--- src/hdl/rpr_pkg.sv ---
// Shared types and constants for the record peak-to-peak and RMS block.
package rpr_pkg;

    localparam int SAMPLE_W = 12;
    localparam int LOW_W    = 13;
    localparam int TOTAL_W  = 34;
    localparam int COUNT_W  = 10;
    localparam int MEAN_W   = 24;
    localparam int REM_W    = COUNT_W + 1;
    localparam int STEP_W   = $clog2(TOTAL_W);
    localparam int BIT_W    = $clog2(SAMPLE_W);

    localparam logic [LOW_W-1:0] LOW_RESET = LOW_W'(4096);

    typedef struct packed {
        logic [SAMPLE_W-1:0] sample;
        logic                last;
    } t_in_item;

    typedef struct packed {
        logic [SAMPLE_W-1:0] peak_to_peak;
        logic [SAMPLE_W-1:0] rms_value;
        logic                record_too_long;
    } t_out_item;

    // One finished record handed from the accumulator to the back end.
    typedef struct packed {
        logic [SAMPLE_W-1:0] p2p;
        logic [TOTAL_W-1:0]  total;
        logic [COUNT_W-1:0]  count;
        logic                too_long;
    } t_job;

    typedef enum logic [1:0] {
        BK_IDLE,
        BK_DIV,
        BK_ROOT,
        BK_WRITE
    } t_back_state;

endpackage

--- src/hdl/rpr_fifo.sv ---
// Two-entry queue used between the pipeline parts and at the result port.
module rpr_fifo
    import rpr_pkg::*;
#(
    parameter type t_data = logic
) (
    input  logic  i_clk,
    input  logic  i_rst_n,
    input  logic  i_push,
    input  t_data i_data,
    output logic  o_full,
    input  logic  i_pop,
    output t_data o_data,
    output logic  o_empty
);

    t_data       r_mem [2];
    logic        r_wr_ptr;
    logic        r_rd_ptr;
    logic [1:0]  r_count;

    logic        n_wr_ptr;
    logic        n_rd_ptr;
    logic [1:0]  n_count;
    logic        do_push;
    logic        do_pop;

    assign o_full  = (r_count == 2'd2);
    assign o_empty = (r_count == 2'd0);
    assign o_data  = r_mem[r_rd_ptr];
    assign do_push = i_push && !o_full;
    assign do_pop  = i_pop && !o_empty;

    always_comb begin
        n_wr_ptr = do_push ? !r_wr_ptr : r_wr_ptr;
        n_rd_ptr = do_pop ? !r_rd_ptr : r_rd_ptr;
        n_count  = r_count;
        if (do_push && !do_pop) begin
            n_count = r_count + 2'd1;
        end else if (do_pop && !do_push) begin
            n_count = r_count - 2'd1;
        end
    end

    always_ff @(posedge i_clk) begin
        if (!i_rst_n) begin
            r_wr_ptr <= 1'b0;
            r_rd_ptr <= 1'b0;
            r_count  <= 2'd0;
        end else begin
            r_wr_ptr <= n_wr_ptr;
            r_rd_ptr <= n_rd_ptr;
            r_count  <= n_count;
        end
    end

    always_ff @(posedge i_clk) begin
        if (do_push) begin
            r_mem[r_wr_ptr] <= i_data;
        end
    end

endmodule

--- src/hdl/rpr_front.sv ---
// Record accumulator: running minimum, maximum, sum of squares and count.
module rpr_front
    import rpr_pkg::*;
#(
    parameter int MAX_SAMPLES = 512
) (
    input  logic     i_clk,
    input  logic     i_rst_n,
    input  logic     i_accept,
    input  t_in_item i_item,
    output logic     o_job_push,
    output t_job     o_job
);

    logic [LOW_W-1:0]    r_low;
    logic [SAMPLE_W-1:0] r_high;
    logic [TOTAL_W-1:0]  r_total;
    logic [COUNT_W-1:0]  r_count;
    logic                r_over;

    logic [LOW_W-1:0]    n_low;
    logic [SAMPLE_W-1:0] n_high;
    logic [TOTAL_W-1:0]  n_total;
    logic [COUNT_W-1:0]  n_count;
    logic                n_over;

    logic                take;
    logic [MEAN_W-1:0]   square;
    logic [SAMPLE_W-1:0] s;

    assign s      = i_item.sample;
    assign take   = (r_count < COUNT_W'(MAX_SAMPLES));
    assign square = s * s;

    always_comb begin
        n_low   = r_low;
        n_high  = r_high;
        n_total = r_total;
        n_count = r_count;
        n_over  = r_over;
        if (take) begin
            if ({1'b0, s} < r_low) begin
                n_low = {1'b0, s};
            end
            if (s > r_high) begin
                n_high = s;
            end
            n_total = r_total + TOTAL_W'(square);
            n_count = r_count + COUNT_W'(1);
        end else begin
            n_over = 1'b1;
        end
    end

    // The job carries the state as it stands after this last sample.
    always_comb begin
        o_job_push     = i_accept && i_item.last;
        o_job.p2p      = '0;
        if ({1'b0, n_high} >= n_low) begin
            o_job.p2p = n_high - n_low[SAMPLE_W-1:0];
        end
        o_job.total    = n_total;
        o_job.count    = n_count;
        o_job.too_long = n_over;
    end

    always_ff @(posedge i_clk) begin
        if (!i_rst_n || o_job_push) begin
            r_low   <= LOW_RESET;
            r_high  <= '0;
            r_total <= '0;
            r_count <= '0;
            r_over  <= 1'b0;
        end else if (i_accept) begin
            r_low   <= n_low;
            r_high  <= n_high;
            r_total <= n_total;
            r_count <= n_count;
            r_over  <= n_over;
        end
    end

endmodule

--- src/hdl/rpr_back.sv ---
// Back end: restoring divide for the mean, then a bit-by-bit square root.
module rpr_back
    import rpr_pkg::*;
(
    input  logic      i_clk,
    input  logic      i_rst_n,
    input  logic      i_job_valid,
    input  t_job      i_job,
    output logic      o_job_pop,
    input  logic      i_out_full,
    output logic      o_out_push,
    output t_out_item o_out_data
);

    t_back_state         r_state;
    t_back_state         n_state;

    logic [TOTAL_W-1:0]  r_quo;
    logic [REM_W-1:0]    r_rem;
    logic [COUNT_W-1:0]  r_div;
    logic [STEP_W-1:0]   r_step;
    logic [SAMPLE_W-1:0] r_root;
    logic [BIT_W-1:0]    r_bit;
    logic [SAMPLE_W-1:0] r_p2p;
    logic                r_too_long;
    logic                r_zero;

    logic [TOTAL_W-1:0]  n_quo;
    logic [REM_W-1:0]    n_rem;
    logic [STEP_W-1:0]   n_step;
    logic [SAMPLE_W-1:0] n_root;
    logic [BIT_W-1:0]    n_bit;

    logic [REM_W-1:0]    rem_sh;
    logic                rem_ge;
    logic [SAMPLE_W-1:0] trial;
    logic [MEAN_W-1:0]   trial_sq;

    // One quotient bit per cycle; the dividend shifts out as the quotient
    // shifts in, so r_quo holds the quotient when the divide finishes.
    assign rem_sh   = {r_rem[REM_W-2:0], r_quo[TOTAL_W-1]};
    assign rem_ge   = (rem_sh >= {1'b0, r_div});
    assign trial    = r_root | (SAMPLE_W'(1) << r_bit);
    assign trial_sq = trial * trial;

    always_comb begin
        n_quo  = r_quo;
        n_rem  = r_rem;
        n_step = r_step;
        n_root = r_root;
        n_bit  = r_bit;
        case (r_state)
            BK_IDLE: begin
                n_quo  = i_job.total;
                n_rem  = '0;
                n_step = '0;
            end
            BK_DIV: begin
                n_rem  = rem_ge ? (rem_sh - {1'b0, r_div}) : rem_sh;
                n_quo  = {r_quo[TOTAL_W-2:0], rem_ge};
                n_step = r_step + STEP_W'(1);
                n_root = '0;
                n_bit  = BIT_W'(SAMPLE_W - 1);
            end
            BK_ROOT: begin
                if (trial_sq <= r_quo[MEAN_W-1:0]) begin
                    n_root = trial;
                end
                n_bit = r_bit - BIT_W'(1);
            end
            default: begin
            end
        endcase
    end

    always_comb begin
        n_state = r_state;
        case (r_state)
            BK_IDLE: begin
                if (i_job_valid) begin
                    n_state = BK_DIV;
                end
            end
            BK_DIV: begin
                if (r_step == STEP_W'(TOTAL_W - 1)) begin
                    n_state = BK_ROOT;
                end
            end
            BK_ROOT: begin
                if (r_bit == '0) begin
                    n_state = BK_WRITE;
                end
            end
            BK_WRITE: begin
                if (!i_out_full) begin
                    n_state = BK_IDLE;
                end
            end
            default: begin
                n_state = BK_IDLE;
            end
        endcase
    end

    always_comb begin
        o_job_pop                  = 1'b0;
        o_out_push                 = 1'b0;
        o_out_data.peak_to_peak    = r_p2p;
        o_out_data.rms_value       = r_zero ? '0 : r_root;
        o_out_data.record_too_long = r_too_long;
        case (r_state)
            BK_IDLE:  o_job_pop  = i_job_valid;
            BK_WRITE: o_out_push = !i_out_full;
            default: begin
            end
        endcase
    end

    always_ff @(posedge i_clk) begin
        if (!i_rst_n) begin
            r_state <= BK_IDLE;
        end else begin
            r_state <= n_state;
        end
    end

    always_ff @(posedge i_clk) begin
        r_quo  <= n_quo;
        r_rem  <= n_rem;
        r_step <= n_step;
        r_root <= n_root;
        r_bit  <= n_bit;
        if (o_job_pop) begin
            r_div      <= i_job.count;
            r_p2p      <= (i_job.count == '0) ? '0 : i_job.p2p;
            r_too_long <= i_job.too_long;
            r_zero     <= (i_job.count == '0);
        end
    end

endmodule

--- src/hdl/record_peak_to_peak_and_rms.sv ---
// Top level: peak-to-peak and RMS measurement over records of samples.
//
//   Channel   Direction  Handshake          Payload
//   samples   in         push / full        i_sample_item (sample, last)
//   results   out        pop / empty        o_result (peak_to_peak, rms_value,
//                                           record_too_long)
//
// Samples are taken one per cycle while full is low; the accumulator needs
// no stall of its own. For each record the back end picks up the job, runs
// the restoring divide of the sum of squares by the count, takes the square
// root and writes the result.
// Two finished records can wait for the back end; full rises only when both
// places are taken. Reset is synchronous and clears all control state.
module record_peak_to_peak_and_rms
    import rpr_pkg::*;
#(
    parameter int MAX_SAMPLES = 512
) (
    input  logic      i_clk,
    input  logic      i_rst_n,
    input  logic      push,
    output logic      full,
    input  t_in_item  i_sample_item,
    input  logic      pop,
    output logic      empty,
    output t_out_item o_result
);

    logic      in_accept;
    logic      job_push;
    t_job      job_in;
    logic      job_full;
    logic      job_pop;
    t_job      job_out;
    logic      job_empty;
    logic      out_push;
    t_out_item out_data;
    logic      out_full;

    assign full      = job_full;
    assign in_accept = push && !job_full;

    rpr_front #(
        .MAX_SAMPLES(MAX_SAMPLES)
    ) u_front (
        .i_clk      (i_clk),
        .i_rst_n    (i_rst_n),
        .i_accept   (in_accept),
        .i_item     (i_sample_item),
        .o_job_push (job_push),
        .o_job      (job_in)
    );

    rpr_fifo #(
        .t_data(t_job)
    ) u_job_fifo (
        .i_clk   (i_clk),
        .i_rst_n (i_rst_n),
        .i_push  (job_push),
        .i_data  (job_in),
        .o_full  (job_full),
        .i_pop   (job_pop),
        .o_data  (job_out),
        .o_empty (job_empty)
    );

    rpr_back u_back (
        .i_clk       (i_clk),
        .i_rst_n     (i_rst_n),
        .i_job_valid (!job_empty),
        .i_job       (job_out),
        .o_job_pop   (job_pop),
        .i_out_full  (out_full),
        .o_out_push  (out_push),
        .o_out_data  (out_data)
    );

    rpr_fifo #(
        .t_data(t_out_item)
    ) u_out_fifo (
        .i_clk   (i_clk),
        .i_rst_n (i_rst_n),
        .i_push  (out_push),
        .i_data  (out_data),
        .o_full  (out_full),
        .i_pop   (pop),
        .o_data  (o_result),
        .o_empty (empty)
    );

    // The back end only writes a result when the result queue has room.
    a_out_room: assert property (@(posedge i_clk) disable iff (!i_rst_n)
        out_push |-> !out_full)
        else $error("result written into a full queue");

    // A job is only taken when one is waiting.
    a_job_pop_valid: assert property (@(posedge i_clk) disable iff (!i_rst_n)
        job_pop |-> !job_empty)
        else $error("job taken from an empty queue");

    // A written result is visible at the port on the next cycle.
    a_result_visible: assert property (@(posedge i_clk) disable iff (!i_rst_n)
        out_push |=> !empty)
        else $error("written result not visible");

    // The back end cannot finish a job in the cycle it picks one up.
    a_no_same_cycle: assert property (@(posedge i_clk) disable iff (!i_rst_n)
        job_pop |-> !out_push)
        else $error("job pickup and result write in one cycle");

endmodule
--- config.mk ---
export PLATFORM = sky130hd
export DESIGN_NAME = record_peak_to_peak_and_rms
export DESIGN_NICKNAME = d
export VERILOG_FILES = /design/src/hdl/rpr_pkg.sv /design/src/hdl/rpr_fifo.sv /design/src/hdl/rpr_front.sv /design/src/hdl/rpr_back.sv /design/src/hdl/record_peak_to_peak_and_rms.sv
export SDC_FILE = /design/constraint.sdc
export NUM_CORES = 1
export LEC_CHECK = 0
export ABC_CLOCK_PERIOD_IN_PS = 9000
export BUFFER_PORTS_ARGS = -buffer_cell sky130_fd_sc_hd__buf_2
export CAP_MARGIN = 10
export CORE_MARGIN = 4
export CORE_UTILIZATION = 65
export DETAILED_ROUTE_END_ITERATION = 10
export PLACE_DENSITY = 0.82
export SLEW_MARGIN = 20
export SYNTH_ARGS = -nofsm -noshare
export SYNTH_HDL_FRONTEND = slang
export SYNTH_SLANG_ARGS = --single-unit
--- constraint.sdc ---
create_clock -name i_clk -period 9 [get_ports i_clk]
set_input_delay 1.8 -clock i_clk [delete_from_list [all_inputs] [get_ports i_clk]]
set_output_delay 1.8 -clock i_clk [all_outputs]
set_load 0.01 [all_outputs]
# Word level (Yosys, flattened, before mapping)
# Memory sizes are Yosys's and may differ from the RTL's. A register that Yosys moved wholly into a read port is not among the register bits.
# Index checks and enable logic that the tools add are counted.
[totals]
reg_bits = 170
inputBits = 17
memories = 2
mem_bits_rw = 164
[memory_table]
columns = ["memory", "words", "word_bits", "read_ports", "rd_clocked_by_memory_dff", "wr", "line_no", "rtl"]
rows = [
  ["u_job_fifo.r_mem", 2, 57, 1, 1, 1, "rpr_fifo.sv:17", "t_data r_mem [2];"],
  ["u_out_fifo.r_mem", 2, 25, 1, 1, 1, "rpr_fifo.sv:17", ""],
]
[classes]
muxes = 35
shifts = 1
mul = 2
bitwise_logic = 1
n_addsub = 10
order_cmp = 6
n_eq_ne = 11
reduce_logical = 35
[op_table]
columns = ["op", "count"]
rows = [
  ["one-hot mux 34 bit (2 select lines)", 1],
  ["two-way mux 12 bit", 5],
  ["multiplier 12 x 12 -> 24 bit", 2],
  ["adder 34 x 24 -> 34 bit", 1],
  ["two-way mux 34 bit", 1],
  ["two-way mux 13 bit", 2],
  ["less-or-equal comparator 24 bit", 1],
  ["one-hot mux 12 bit (2 select lines)", 1],
  ["two-way mux 10 bit", 2],
  ["one-hot mux 10 bit (2 select lines)", 1],
  ["two-way mux 2 bit", 8],
  [">= comparator 12 x 13 -> 1 bit", 1],
  ["logical NOT 1 bit", 13],
  ["less-than comparator 12 x 13 -> 1 bit", 1],
  ["> comparator 12 bit", 1],
  ["OR 12 bit", 1],
  ["one-hot mux 6 bit (2 select lines)", 1],
  ["<< shifter 1 x 4 -> 12 bit, first input constant", 1],
  ["subtractor 12 bit", 1],
  [">= comparator 11 x 10 -> 1 bit", 1],
  ["two-way mux 1 bit", 11],
  ["adder 10 x 1 -> 10 bit, second input constant", 1],
  ["logical AND 1 bit", 10],
  ["logical NOT 10 bit", 1],
  ["19 further kinds", 32],
]

# Depth between registers and ports, before layout
[depth]
ltp_word = 9
mapped_depth = 32
ltp_nobuf = 31

# Hierarchy
# From an unflattened synthesis, not the netlist that was laid out.
[hier_totals]
hier_cells = 2439
hier_area_um2 = 25303.0
[modules_own_cells]
columns = ["mod", "cells_per_inst", "n_inst", "seq_area_each_um2", "area_per_inst_um2"]
rows = [
  ["rpr_front", 1226, 1, 1401.3, 9791.9],
  ["rpr_back", 906, 1, 2742.6, 9108.7],
  ["rpr_fifo at u_job_fifo", 202, 1, 3523.4, 4347.9],
  ["rpr_fifo at u_out_fifo", 103, 1, 1601.5, 2037.0],
  ["record_peak_to_peak_and_rms", 2, 1, 0.0, 17.5],
]

# Worst setup path after synthesis
# OpenSTA, ideal clock, no wires.
[synth_timing]
path_kind = "register -> register"
from = "register u_back.r_bit[0]"
to = "register u_back.r_root[0] (enable)"
path_buffers = 0
stages_incl_launch_ff = 30
t_arrival_ns = 7.366
setup_time_ns = 0.388
synth_period_minus_slack_ns = 7.754
path_slack_ns = 1.246
cell_sequence = "edfxtp_1 -> ha_1 -> a21oi_1 -> clkinv_1 -> nand2_1 -> inv_1 -> fa_1 -> inv_1 -> fa_1 -> inv_1 -> fa_1 -> fa_1 -> inv_1 -> fa_1 -> inv_1 -> ha_1 -> and3_1 -> a221oi_1 -> o31ai_1 -> a21oi_1 -> o22ai_1 -> o21ai_0 -> nand2_1 -> xor2_1 -> ha_1 -> nand4_1 -> nor2_1 -> and3_1 -> nand3_1 -> a31oi_1"
[synth_via]
elab_chain_cells = 6
[synth_lines]
columns = ["element", "line_no", "rtl"]
rows = [
  ["start, declared", "rpr_back.sv:23", "logic [BIT_W-1:0] r_bit;"],
  ["start signal, assigned", "rpr_back.sv:132", "r_bit <= n_bit;"],
  ["<< shifter 1 x 4 -> 12 bit", "rpr_back.sv:43", "assign trial = r_root | (SAMPLE_W'(1) << r_bit);"],
  ["OR 12 bit", "rpr_back.sv:43", ""],
  ["net u_back.trial[9]", "rpr_back.sv:36", "logic [SAMPLE_W-1:0] trial;"],
  ["multiplier 12 x 12 -> 24 bit", "rpr_back.sv:44", "assign trial_sq = trial * trial;"],
  ["less-or-equal comparator 24 bit", "rpr_back.sv:66", "if (trial_sq <= r_quo[MEAN_W-1:0]) begin"],
  ["!= test 2 x 1 -> 1 bit (no source line)", "-", ""],
  ["AND reduction 2 bit (no source line)", "-", ""],
  ["end signal, assigned", "rpr_back.sv:131", "r_root <= n_root;"],
  ["end, declared", "rpr_back.sv:22", "logic [SAMPLE_W-1:0] r_root;"],
]
# The timed path passes the listed nets, and every way through them passes these cells.
# A chain may end at the register's enable or synchronous reset.

# Final worst setup path
[layout_timing]
from = "register u_back.r_bit[0]"
to = "register u_back.r_root[10] (enable)"
# Same word-level chain as after synthesis.

==> results.md <==
- Avg Synthesized Cell Area: 10.55 um^2
- Worst relative slew slack: 0.3273
- Cell Count Post-Placement: 2744
- Total of max-cap violations: 0
- Met3 GRT Util: 0.04120
- Clk Latency, worst-skew pair: 0.55 ns
- Number of enable flip-flop cells after synthesis: 254
- Number of levels in the clock H-tree: 2
- FP Rows: 70
- Setup TNS: 0 ns
- Cell depth of the worst flop-to-flop path: 32
- Via Count: 16100
- Pin slew with the least headroom to its limit: 1.009 ns
- CTS tree: yes
- Initial antenna violation count: 0
- Total congestion overflow after global routing: 0
- Number of stages on the worst hold path: 0
- Part of the cycle the worst path needs: 0.9105
- Maximum buffer depth of the clock tree: 3
- # clock sinks: 336
- Highest net fanout along the worst path: 12
- Sum of net half-perimeters after detailed placement: 36.87 mm
- Diode insertion count for antenna repair: 0
- Net Count, Synth: 2698
- Startpoint kind of the worst setup timing path: register
- Worst setup slack for register-to-register paths: 0.81 ns
- Routing usage on met2: 0.4178
- Number of buffers added on ports: 43
- Unrepaired setup endpoints after global routing: false
- Chip height: 201.0 um
- Hold_sp: u_back.r_too_long
- Final standard cell area without fillers: 0.02598 mm^2
- Layout Skew: 0.02438 ns
- Unique masters post-synth: 70
- Final wirelength: 49.47 mm
- Proportion of netlist area held by the largest area contributor: 0.3150
- Antenna violation net count after detailed routing: 0
- Clock slew at the register clock pins of the worst setup and hold paths: 0.06 ns
- Gp weighted congestion: 0.9310
- Root Buffer Master: sky130_fd_sc_hd__clkbuf_16
- CTS Buf Count: 36
- Async S/R FF share, synth: 0
- Largest area contributor in the netlist: sky130_fd_sc_hd__edfxtp_1
- Mean number of vias per cell: 5.734
- Most used cell along the critical path: sky130_fd_sc_hd__inv_1
- Largest stage delay on the critical path: 0.60 ns
- Synth Instances: 2295
- Post-CTS sizing: 0
- Dpl cell area: 0.02484 mm^2
- Most frequently used flop master after synthesis: sky130_fd_sc_hd__edfxtp_1
- Die area: 0.04041 mm^2
- Yosys reg bits: 336
- Overall global routing resource usage: 0.2454
- Maximum number of pins on one net before global-route repair: 88
- Maximum frequency from static timing analysis: 0.1220 GHz
- Effective utilization at floorplan: 0.6599
- Kind of capture point of the worst setup path: register
- Number of design-rule violations left by the first detailed-router iteration: 799
- Type of the worst min-delay path: register to register
- Via count of the first global-routing pass: 16670
- Share of post-route cells with drive strength above 1: 0.07906
- Number of max-slew violations in the final report: 0
- Warnings from Yosys: 0
- I/O pin total: 44
- CP arrival: 8.43 ns
- Wire length per cell after detailed routing: 17.62 um
- Minimum period implied by the final worst setup slack: 8.195 ns
- Final net count: 2717
- Critical R2R Launch: u_back.r_bit[0]
- Number of buffers inserted by post-CTS setup repair: 0
- CP max-delay cell: sky130_fd_sc_hd__a21oi_1
- Worst path required time: 9.24 ns
- Classification of the worst setup path: register to register
- Count of placed standard cells in the final layout, fillers left out: 2808
- Hold_ws: 0.4514 ns
- Top cells by area, synth: sky130_fd_sc_hd__edfxtp_1, sky130_fd_sc_hd__fa_1, sky130_fd_sc_hd__ha_1
- Total iterations of the first detailed-routing run: 6
- Global routing's busiest layer: met2
- Area overhead of the layout relative to synthesis: 7.275%
- Residual DRC count: 0
- Global-route wire length before repair: 81.70 mm
- Hold Vio Cnt, Final: 0
- GR met1 Demand/Resource: 0.3193
- Die X-Extent: 201.0 um
- Hold buffers post-CTS: 0
- Outcome: complete, no violations
- Share of synthesized area occupied by flip-flops and latches: 0.3828
- Summed instance area of the synthesized netlist: 0.02422 mm^2
- Area inside the core boundary: 0.03670 mm^2
- Setup violation total in the final timing report: 0
- End of the worst hold path: u_out_fifo.r_mem[0][0]
- Reg-to-reg critical path endpoint: u_back.r_root[10]
synthesized netlist by cell type, types with 5 or more instances:
master and count:
sky130_fd_sc_hd__a21boi_0 6, sky130_fd_sc_hd__a21o_1 48, sky130_fd_sc_hd__a21oi_1 83, sky130_fd_sc_hd__a221o_1 5
sky130_fd_sc_hd__a31oi_1 9, sky130_fd_sc_hd__and2_1 82, sky130_fd_sc_hd__and3_1 16, sky130_fd_sc_hd__buf_1 9
sky130_fd_sc_hd__buf_2 9, sky130_fd_sc_hd__clkbuf_1 56, sky130_fd_sc_hd__dfxtp_1 82, sky130_fd_sc_hd__edfxtp_1 254
sky130_fd_sc_hd__fa_1 185, sky130_fd_sc_hd__ha_1 201, sky130_fd_sc_hd__inv_1 335, sky130_fd_sc_hd__mux2_2 47
sky130_fd_sc_hd__mux2i_1 81, sky130_fd_sc_hd__nand2_1 192, sky130_fd_sc_hd__nand2b_1 11, sky130_fd_sc_hd__nand3_1 35
sky130_fd_sc_hd__nand4_1 15, sky130_fd_sc_hd__nor2_1 155, sky130_fd_sc_hd__nor2b_1 45, sky130_fd_sc_hd__nor3_1 14
sky130_fd_sc_hd__nor3b_1 5, sky130_fd_sc_hd__o21a_1 13, sky130_fd_sc_hd__o21ai_0 110, sky130_fd_sc_hd__o21bai_1 5
sky130_fd_sc_hd__o31ai_1 17, sky130_fd_sc_hd__or3_1 8, sky130_fd_sc_hd__xnor2_1 62, sky130_fd_sc_hd__xor2_1 37
worst max path at each step:
stage / depth (start not counted) / slack, ns / start / endpoint
floorplan: 29 / 1.25 / u_back.r_bit[0] / u_back.r_root[0]
global placement: 32 / 1.15 / u_back.r_bit[0] / u_back.r_root[10]
detailed placement: 32 / 0.90 / u_back.r_bit[0] / u_back.r_root[10]
CTS: 32 / 0.87 / u_back.r_bit[0] / u_back.r_root[9]
global route: 32 / 0.38 / u_back.r_bit[0] / u_back.r_root[6]
finish: 32 / 0.81 / u_back.r_bit[0] / u_back.r_root[10]
flip-flops by register name, summed over array words and instances, names as in the netlist, 2 cells and up, named ones only:
signal              count
u_job_fifo.r_mem      114
u_back.r_quo           34
u_out_fifo.r_mem       50
u_back.r_rem           10
u_out_fifo.r_count      2
u_back.r_root          12
u_job_fifo.r_count      2
u_front.r_total        34
u_back.r_p2p           12
u_back.r_step           6
u_back.r_div           10
u_back.r_bit            4
u_front.r_low          13
u_front.r_high         12
u_front.r_count        10
u_back.r_state          2
metrics by stage:
stage | util | worst slack [ns]
after floorplan | - | 1.246
after global placement | 0.6768 | 1.151
after detailed placement | 0.6768 | 0.9014
after CTS | 0.7077 | 0.8716
after global routing | 0.7079 | 0.3820
final | 0.7079 | 0.8053
layout by cell type, fill, tap and decap left out, types with 62 or more instances in the layout:
| cell type | count |
|---|---|
| sky130_fd_sc_hd__inv_1 | 335 |
| sky130_fd_sc_hd__edfxtp_1 | 254 |
| sky130_fd_sc_hd__ha_1 | 200 |
| sky130_fd_sc_hd__nand2_1 | 191 |
| sky130_fd_sc_hd__fa_1 | 185 |
| sky130_fd_sc_hd__nor2_1 | 153 |
| sky130_fd_sc_hd__o21ai_0 | 110 |
| sky130_fd_sc_hd__a21oi_1 | 83 |
| sky130_fd_sc_hd__and2_1 | 82 |
| sky130_fd_sc_hd__mux2i_1 | 81 |
| sky130_fd_sc_hd__dfxtp_1 | 79 |
| sky130_fd_sc_hd__xnor2_1 | 62 |
worst max-delay path, delay by kind of cell, from the launching register on:
| kind | cells | cell delay (ns) |
|---|---|---|
| AND/OR/NAND/NOR | 6 | 0.80 |
| adder cells (fa/ha/maj) | 8 | 3.52 |
| AO/OA/AOI/OAI | 8 | 1.94 |
| flip-flops | 1 | 0.43 |
| buffers and inverters | 9 | 1.02 |
| XOR/XNOR | 1 | 0.17 |
kinds of logic after synthesis:
| logic type | Yosys count | synth area share |
|---|---|---|
| xor+xnor | 99 | 0.03581 |
| mux | 128 | 0.05534 |
| flops | 336 | 0.3828 |
| compound gates | 330 | 0.08525 |
| fa+ha+maj | 386 | 0.2568 |
| buf+inv | 418 | 0.06598 |
| simple gates | 598 | 0.1181 |
metal layers:
metal | wire (um) | up-vias
met5 | 0 | -
met1 | 20840 | 7838
li1 | - | 7710
met3 | 2501 | 112
met4 | 1629 | 0
met2 | 24500 | 440
final cells by class:
type                            count  area [um^2]
Clock inverter                     13        126.4
Timing Repair Buffer               60        342.8
Clock buffer                       51         1008
Multi-Input combinational cell   1541        13370
Sequential cell                   336         9273
Inverter                          339         1272
Tap cell                          468        585.6
Fill cell                        2584        10720
Power is left out: the tool's default activity adds up to more than one toggle a clock period on the data nets, which glitch-free logic cannot reach.
